### config.mk
export PLATFORM = sky130hd
export DESIGN_NAME = ofcc_cover_cmp
export DESIGN_NICKNAME = d
export VERILOG_FILES = /design/src/design/ofcc_pkg.sv /design/src/design/ofcc_cover_cmp.sv
export SDC_FILE = /design/constraint.sdc
export NUM_CORES = 1
export LEC_CHECK = 0
export BUFFER_PORTS_ARGS = -buffer_cell sky130_fd_sc_hd__buf_2
export CAP_MARGIN = 40
export CORE_MARGIN = 1
export CORE_UTILIZATION = 59
export DETAILED_ROUTE_END_ITERATION = 10
export GPL_TIMING_DRIVEN = 1
export PLACE_DENSITY = 0.91
export RECOVER_POWER = 100
export SLEW_MARGIN = 40
export SYNTH_ARGS = -nofsm -noshare
export SYNTH_HDL_FRONTEND = slang
export SYNTH_SLANG_ARGS = --single-unit
### constraint.sdc
create_clock -name vclk -period 15.38
set_input_delay 3.076 -clock vclk [all_inputs]
set_output_delay 3.076 -clock vclk [all_outputs]
set_load 0.02 [all_outputs]
### src/design/ofcc_pkg.sv
package ofcc_pkg;

	localparam int MAX_QUADS_DEF  = 64;
	localparam int COORD_BITS_DEF = 24;

	localparam int AXIS_W = 2;
	localparam int TOL_W  = 8;
	localparam int QNUM_W = 6;

	typedef enum logic [2:0] {
		ST_LOAD,     // taking quads
		ST_FETCH_A,  // read quad A
		ST_LATCH_A,  // capture quad A
		ST_SWEEP,    // stream every B against A
		ST_EMIT      // hand A's result to the output register
	} ofcc_state_t;

endpackage

### src/design/ofcc_cover_cmp.sv
// B removes A: same axis, opposite facing, planes within tol, B's rectangle
// covers A's with tol slack on every edge.
module ofcc_cover_cmp #(
	parameter int COORD_BITS = ofcc_pkg::COORD_BITS_DEF
) (
	input  logic [ofcc_pkg::AXIS_W+1+5*COORD_BITS-1:0] quad_a,
	input  logic [ofcc_pkg::AXIS_W+1+5*COORD_BITS-1:0] quad_b,
	input  logic [ofcc_pkg::TOL_W-1:0]                 tol,
	output logic                                       hit
);

	localparam int CB = COORD_BITS;
	localparam int EW = ofcc_pkg::AXIS_W + 1 + 5 * CB;
	localparam int W  = CB + 2;

	logic [ofcc_pkg::AXIS_W-1:0] ax_a, ax_b;
	logic                        fc_a, fc_b;
	logic signed [CB-1:0] pa_r, pb_r, aul_r, auh_r, avl_r, avh_r, bul_r, buh_r, bvl_r, bvh_r;
	logic signed [W-1:0]  pa, pb, aul, auh, avl, avh, bul, buh, bvl, bvh;
	logic signed [W-1:0]  tol_e, d_ba, d_ab;
	logic                 dir_ok, plane_ok, u_ok, v_ok;

	assign ax_a  = quad_a[EW-1 -: ofcc_pkg::AXIS_W];
	assign ax_b  = quad_b[EW-1 -: ofcc_pkg::AXIS_W];
	assign fc_a  = quad_a[5*CB];
	assign fc_b  = quad_b[5*CB];
	assign pa_r  = quad_a[5*CB-1 -: CB];
	assign aul_r = quad_a[4*CB-1 -: CB];
	assign auh_r = quad_a[3*CB-1 -: CB];
	assign avl_r = quad_a[2*CB-1 -: CB];
	assign avh_r = quad_a[CB-1 -: CB];
	assign pb_r  = quad_b[5*CB-1 -: CB];
	assign bul_r = quad_b[4*CB-1 -: CB];
	assign buh_r = quad_b[3*CB-1 -: CB];
	assign bvl_r = quad_b[2*CB-1 -: CB];
	assign bvh_r = quad_b[CB-1 -: CB];

	// sign-extend so tolerance sums and plane differences cannot wrap
	assign pa  = W'(pa_r);
	assign pb  = W'(pb_r);
	assign aul = W'(aul_r);
	assign auh = W'(auh_r);
	assign avl = W'(avl_r);
	assign avh = W'(avh_r);
	assign bul = W'(bul_r);
	assign buh = W'(buh_r);
	assign bvl = W'(bvl_r);
	assign bvh = W'(bvh_r);
	assign tol_e = W'(tol);

	assign d_ba = pb - pa;
	assign d_ab = pa - pb;

	assign dir_ok   = (ax_a == ax_b) && (fc_a != fc_b);
	assign plane_ok = (d_ba <= tol_e) && (d_ab <= tol_e);
	assign u_ok     = (bul <= aul + tol_e) && (buh >= auh - tol_e);
	assign v_ok     = (bvl <= avl + tol_e) && (bvh >= avh - tol_e);
	assign hit      = dir_ok && plane_ok && u_ok && v_ok;

endmodule

Word level (Yosys, flattened, before mapping)
Cells that the tools add are included.
- logic and storage cells: 21
- register bits after elaboration: 0
- equal/unequal tests: 2
- reduce and logical (&&, ||, !) cells: 7
- add/subtract/negate cells: 6
- order comparisons: 6
- operator list (operator ; count):
    adder 24 x 9 -> 25 bit ; 2
    greater-or-equal comparator 24 x 25 -> 1 bit ; 2
    less-or-equal comparator 24 x 25 -> 1 bit ; 2
    less-or-equal comparator 25 x 9 -> 1 bit ; 2
    subtractor 24 x 24 -> 25 bit ; 2
    subtractor 24 x 9 -> 25 bit ; 2
    logical AND 1 bit ; 7
    == test 2 bit ; 1
    != test 1 bit ; 1

Depth between registers and ports, before layout
Gate-level depths: netlist (run 1).
- depth in word-level cells: 6
- depth in mapped cells: 25

Worst setup path after synthesis (run 1)
Ideal clock, no wire load.
- path kind: in2out
- start: input port tol[1] in the netlist's numbering
- end: output port hit
- buffers on the path: 1
- stages on the path: 24
- data required time: 12.304 ns
- path slack: 4.407 ns
- arrival: 7.897 ns
- cell sequence: inv_1 > fa_1 > nor2b_1 > o21ai_0 > a21oi_1 > o21ai_0 > a21boi_0 > o21ai_0 > a21boi_0 > and3_1 > clkbuf_1 > nand2_1 > xor2_1 > ha_1 > a21o_1 > a211o_1 > nor2_1 > o311ai_1 > a211o_1 > a311oi_1 > nand4_1 > or4_1 > nor4b_2 > a2bb2oi_2
- word-level cells in the longest chain between the ends: 5
- elaborated cells between the ends (all ways): 16
- RTL lines (element ; RTL line ; source):
    from (decl) ; ofcc_cover_cmp.sv:8 ; input logic [ofcc_pkg::TOL_W-1:0] tol,
    adder 24 x 9 -> 25 bit, or another cell as far along ; ofcc_cover_cmp.sv:56 ; assign u_ok = (bul <= aul + tol_e) && (buh >= auh - tol_e);
    less-or-equal comparator 24 x 25 -> 1 bit, or another cell as far along ; ofcc_cover_cmp.sv:56 ;
    logical AND 1 bit (on tied branches) ; ofcc_cover_cmp.sv:56, ofcc_cover_cmp.sv:58 ;
    logical AND 1 bit ; ofcc_cover_cmp.sv:58 ; assign hit = dir_ok && plane_ok && u_ok && v_ok;
    logical AND 1 bit (*) ; ofcc_cover_cmp.sv:58 ;
    to (decl) ; ofcc_cover_cmp.sv:9 ; output logic hit
Mark *: on every way between the ends. The rest lies on a longest branch, timed or not.

Final worst setup path (run 1)
- start: input port tol[0] in the netlist's numbering
- end: output port hit
Same word-level chain as after synthesis.

==> results of run 1 <==
final timing paths:
kind	slack (ns)	startpoint	depth (start not counted)	end
setup / recovery	3.30	tol[0]	24	hit
hold / removal	6.78	quad_b[119]	5	hit
layout by cell type, fill, tap and decap left out, drive strengths merged, types with 27 or more instances in the layout:
cell   Yosys  final
inv      107    107
buf       13    255
a21o      27     27
a21oi     94     94
xor2      52     52
nand3     44     44
nand4     31     31
nand2     68     68
o21ai     60     60
ha       195    195
xnor2     60     60
nor2      73     73
stage by stage:
stage	std cells	instance area, µm²
2_1_floorplan	1079	7770
3_3_place_gp	1484	9160
3_5_place_dp	1484	9160
4_1_cts	1484	9160
5_1_grt	1487	9170
6_report	1487	9170
metal layers:
| layer | GRT usage [%] | vias up | wire length [µm] |
|---|---|---|---|
| met5 | 0 | - | 0 |
| met4 | 12.8 | 0 | 897 |
| met3 | 2.73 | 72 | 1530 |
| met2 | 61.1 | 373 | 11100 |
| met1 | 39.7 | 4038 | 9760 |
| li1 | - | 4416 | - |
power groups by stage:
stage	Sequential, mW	Combinational [mW]	Clock [mW]
after global placement	0	0.324	0
after CTS	0	0.337	0
final	0	0.342	0.0000000261
after global routing	0	0.382	0.0000000261
after detailed placement	0	0.335	0
after floorplan	0	0.235	0
cell families (layout without fill, tap and decap cells):
| kind of cell | after synthesis | count (layout) | share of synthesized area [%] |
|---|---|---|---|
| XOR/XNOR | 112 | 112 | 12.6 |
| AND/OR/NAND/NOR | 320 | 320 | 20.6 |
| other | 0 | 3 | 0 |
| buffers and inverters | 129 | 362 | 6.49 |
| adder cells (fa/ha/maj) | 201 | 201 | 32.9 |
| AO/OA/AOI/OAI | 312 | 312 | 26.7 |
| multiplexers | 5 | 5 | 0.644 |
worst max-delay path, cell delays in order:
cell,delay [ns]
buf_2,0.17
ha_1,0.20
inv_1,0.05
fa_1,0.40
a21o_1,0.20
a21oi_1,0.22
o21ai_0,0.11
a21oi_1,0.23
nor2b_1,0.07
o21a_1,0.20
nor3_1,0.47
nand2_1,0.18
nor3_1,0.31
a21oi_1,0.13
ha_1,0.29
inv_1,0.06
a221oi_1,0.44
nand4_1,0.18
a311oi_1,0.53
nand4_1,0.13
or4_1,0.58
nor4b_1,0.39
a2bb2oi_2,0.18
buf_2,0.17
layout make-up:
class | instances | area [µm²]
antenna | 3 | 7.51
tap | 172 | 215
timing repair buffer | 255 | 1280
inverter | 107 | 402
fill | 1091 | 3560
multi-input combinational | 950 | 7260
==> results.txt, run 1 <==
outcome: finished clean
fin util: 72.0%
normalized max-slew margin: 55.2%
synth top area cells: ha_1, xnor2_1, a21oi_1, xor2_1, inv_1
Req. time, crit path: 12.30 ns
area occupied by registers: 0 µm²
initial antenna violation count: 3
Clk pwr share: 0%
share of cells above drive strength 1: 20.7%
Place WS: 3.45 ns
P_int: 0.152 mW
drt pass-1 iters: 5
Final ANT Viol Nets: 0
core area: 12700 µm²
Worst EP arrival: 9.00 ns
Fin Setup TNS: 0 ns
largest net degree at the start of global routing: 16
die height: 117 µm
Mean Syn Cell Area: 7.21 µm²
hold buffers post-CTS: 0
CP Capture Type: primary output
remaining global-route overflow: 0
total power: 0.342 mW
Final period util: 78.5%
cell area after synthesis: 7770 µm²
Chip Width: 117 µm
max-cap violations: 0
average via count per standard cell: 5.98
Max Freq: 82.8 MHz
Final Max Tran Viols: 0
Layout clock buffers: 0
WHS: 6.78 ns
Synth top cells by count: ha_1, inv_1, a21oi_1
GRT Util Overall: 33.1%
Worst Setup Path Type: in2out
# port buffers: 255
Pwr Density: 37.3 nW/µm²
Layout Nets: 1769
post-CTS setup buffers: 0
Placer Congestion: 0.935
DRC: 0
Yosys top cell by area: ha_1
total wire length: 23300 µm
post-CTS sizing: 0
syn_nets: 1534
setup violators final: 0
total die area: 13600 µm²
switching power: 0.190 mW
Rows: 41
post-DP HPWL: 20700 µm
most frequent cell after synthesis: ha_1
slack of the critical path: 3.30 ns
1st-iter DRT viols: 490
area grow syn2layout: 17.9%
post-synth top area share: 31.4%
sequential share of power: 0%
YS warnings: 0
WL per Instance: 15.7 µm
Static Leak: 4.65 nW
# IOs: 255
peak supply drop: 26.6 µV
sequential cells: 0
number of global-route vias before repair: 8416
Startpoint Class: input port
Hold/Removal Path Class: in2out
Final Hold Viols: 0
first-pass GRT wire length: 36900 µm
Final min period: 12.08 ns
initial core utilization: 61.1%
Net Sw Frac: 55.5%
crit path max fanout: 5
Post-Syn Instances: 1079
Worst-Margin Slew: 0.666 ns
vias: 8899
library cells used by synthesis: 68
Comb power frac: 100.0%
RSZ-0062 raised after global routing: false
Seq/Total Area, Yosys: 0%
(Power assumes the default switching activity.)
==> run 2, diff against run 1 <==
Settings changed: CORE_UTILIZATION 59 to 49, PLACE_DENSITY 0.91 to 0.81.
Clock period 15.38 ns to 9.9 ns, I/O delays scaled along.
==> results.txt, run 2 (same netlist as run 1, synthesis figures left out) <==
outcome: finished clean (unchanged)
Place WS: 0.455 ns (was 3.45 ns)
GRT Util Overall: 27.5% (was 33.1%)
Placer Congestion: 0.922 (was 0.935)
RSZ-0062 raised after global routing: false (unchanged)
commonest non-fill, non-tap cell in the layout: buf_2 (unchanged)
cell mode on critical path: nor2b_1 (was a21oi_1)
Hold/Removal Path Class: in2out (unchanged)
most frequent cells in the layout: buf_2, ha_1, inv_1 (unchanged)
switching power: 0.294 mW (was 0.190 mW)
crit path max fanout: 5 (unchanged)
Final period util: 95.3%
Final ANT Viol Nets: 0 (unchanged)
Static Leak: 4.66 nW (was 4.65 nW)
total power: 0.530 mW (was 0.342 mW)
Net Sw Frac: 55.4% (was 55.5%)
# port buffers: 255 (unchanged)
number of global-route vias before repair: 8203 (was 8416)
remaining global-route overflow: 0 (unchanged)
Req. time, crit path: 7.92 ns (was 12.30 ns)
sequential share of power: 0% (about the same)
post-DP HPWL: 20600 µm (was 20700 µm)
# IOs: 255 (unchanged)
Layout Nets: 1771 (was 1769)
sequential cells: 0 (unchanged)
P_int: 0.236 mW (was 0.152 mW)
area occupied by registers: 0 µm² (unchanged)
slack of the critical path: 0.465 ns (was 3.30 ns)
die height: 128 µm (was 117 µm)
total wire length: 23300 µm (about the same)
Final Hold Viols: 0 (unchanged)
highest-delay cell along the critical path: or4_1 (unchanged)
fin util: 60.2% (was 72.0%)
core area: 15400 µm² (was 12700 µm²)
WL per Instance: 15.2 µm (was 15.7 µm)
largest net degree at the start of global routing: 16 (unchanged)
setup violators final: 0 (unchanged)
total die area: 16400 µm² (was 13600 µm²)
Chip Width: 128 µm (was 117 µm)
Rows: 45 (was 41)
1st-iter DRT viols: 519 (was 490)
critical hold path startpoint: quad_b[119] (unchanged)
Multi-input gate area: 7280 µm² (was 7260 µm²)
Final min period: 9.43 ns
vias: 8781 (was 8899)
first-pass GRT wire length: 37300 µm (was 36900 µm)
CP Buf/Inv Count: 4 (unchanged)
average via count per standard cell: 5.73 (was 5.98)
design area: 9250 µm² (was 9170 µm²)
Comb power frac: 100.0% (about the same)
Worst-Margin Slew: 0.595 ns (was 0.666 ns)
end of the worst hold path: hit (unchanged)
initial core utilization: 50.6% (was 61.1%)
Layout clock buffers: 0 (unchanged)
CP max stage delay: 0.58 ns (about the same)
Worst Setup Path Type: in2out (unchanged)
DRC: 0 (unchanged)
Clk pwr share: 0% (about the same)
Final Max Tran Viols: 0 (unchanged)
WP depth: 27 (was 24)
normalized max-slew margin: 60.0% (was 55.2%)
drt pass-1 iters: 5 (unchanged)
initial antenna violation count: 9 (was 3)
DP Area: 9230 µm² (was 9160 µm²)
Pwr Density: 57.3 nW/µm² (was 37.3 nW/µm²)
share of cells above drive strength 1: 20.9% (was 20.7%)
crit-path leading delay family: compound AO/OA/AOI/OAI gates (was simple AND/OR/NAND/NOR gates)
fill cell count: 1474 (was 1091)
CP Capture Type: primary output (unchanged)
Hold Path Depth: 5 (unchanged)
Fin Setup TNS: 0 ns (unchanged)
peak supply drop: 33.6 µV (was 26.6 µV)
Startpoint Class: input port (unchanged)
area grow syn2layout: 19.0% (was 17.9%)
Max Freq: 106 MHz
Worst EP arrival: 7.45 ns (was 9.00 ns)
max-cap violations: 0 (unchanged)
[run 2: metrics by stage]
step / hold WS (ns) / instances
2_1_floorplan: 4.40 / 1079
5_1_grt: 4.67 / 1532
3_3_place_gp: 4.62 / 1525
4_1_cts: 4.62 / 1525
3_5_place_dp: 4.61 / 1525
6_report: 4.62 / 1533
[run 2: what timing repair did]
action,CTS,global route
gates resized for setup,0,1
setup endpoints to repair,0,1
hold buffers,0,0
setup buffers,0,0
[run 2: worst max path at each step]
stage,startpoint,to,slack (ns)
after floorplan,tol[1],hit,1.12
after global placement,tol[0],hit,0.67
after detailed placement,tol[0],hit,0.45
after CTS,tol[0],hit,0.43
after global routing,tol[0],hit,0.03
final,tol[0],hit,0.47
[run 2: tightest hold or removal path, delay by kind of cell]
family / cells / cell delay (ns)
buffers and inverters: 2 / 0.27
AO/OA/AOI/OAI: 2 / 0.23
adder cells (fa/ha/maj): 1 / 0.16
[run 2: final cells by class]
class / count / area share (%)
well taps: 211 / 2.85
multi-input cells: 950 / 78.6
diodes: 8 / 0.216
inverters: 107 / 4.34
repair buffers: 257 / 14.0
[run 2: power groups by stage]
stage          Sequential, mW     Clock, mW  Combinational [mW]
2_1_floorplan               0             0               0.365
3_3_place_gp                0             0               0.508
3_5_place_dp                0             0               0.520
4_1_cts                     0             0               0.524
5_1_grt                     0  0.0000000946               0.596
6_report                    0   0.000000108               0.530
[run 2: layer usage]
metal | global-route usage [%] | wire [µm] | vias to the layer above
met4 | 9.48 | 756 | 2
li1 | - | - | 4433
met1 | 33.5 | 10100 | 3963
met3 | 2.84 | 1460 | 58
met2 | 49.9 | 11000 | 325
met5 | 0 | 9 | -
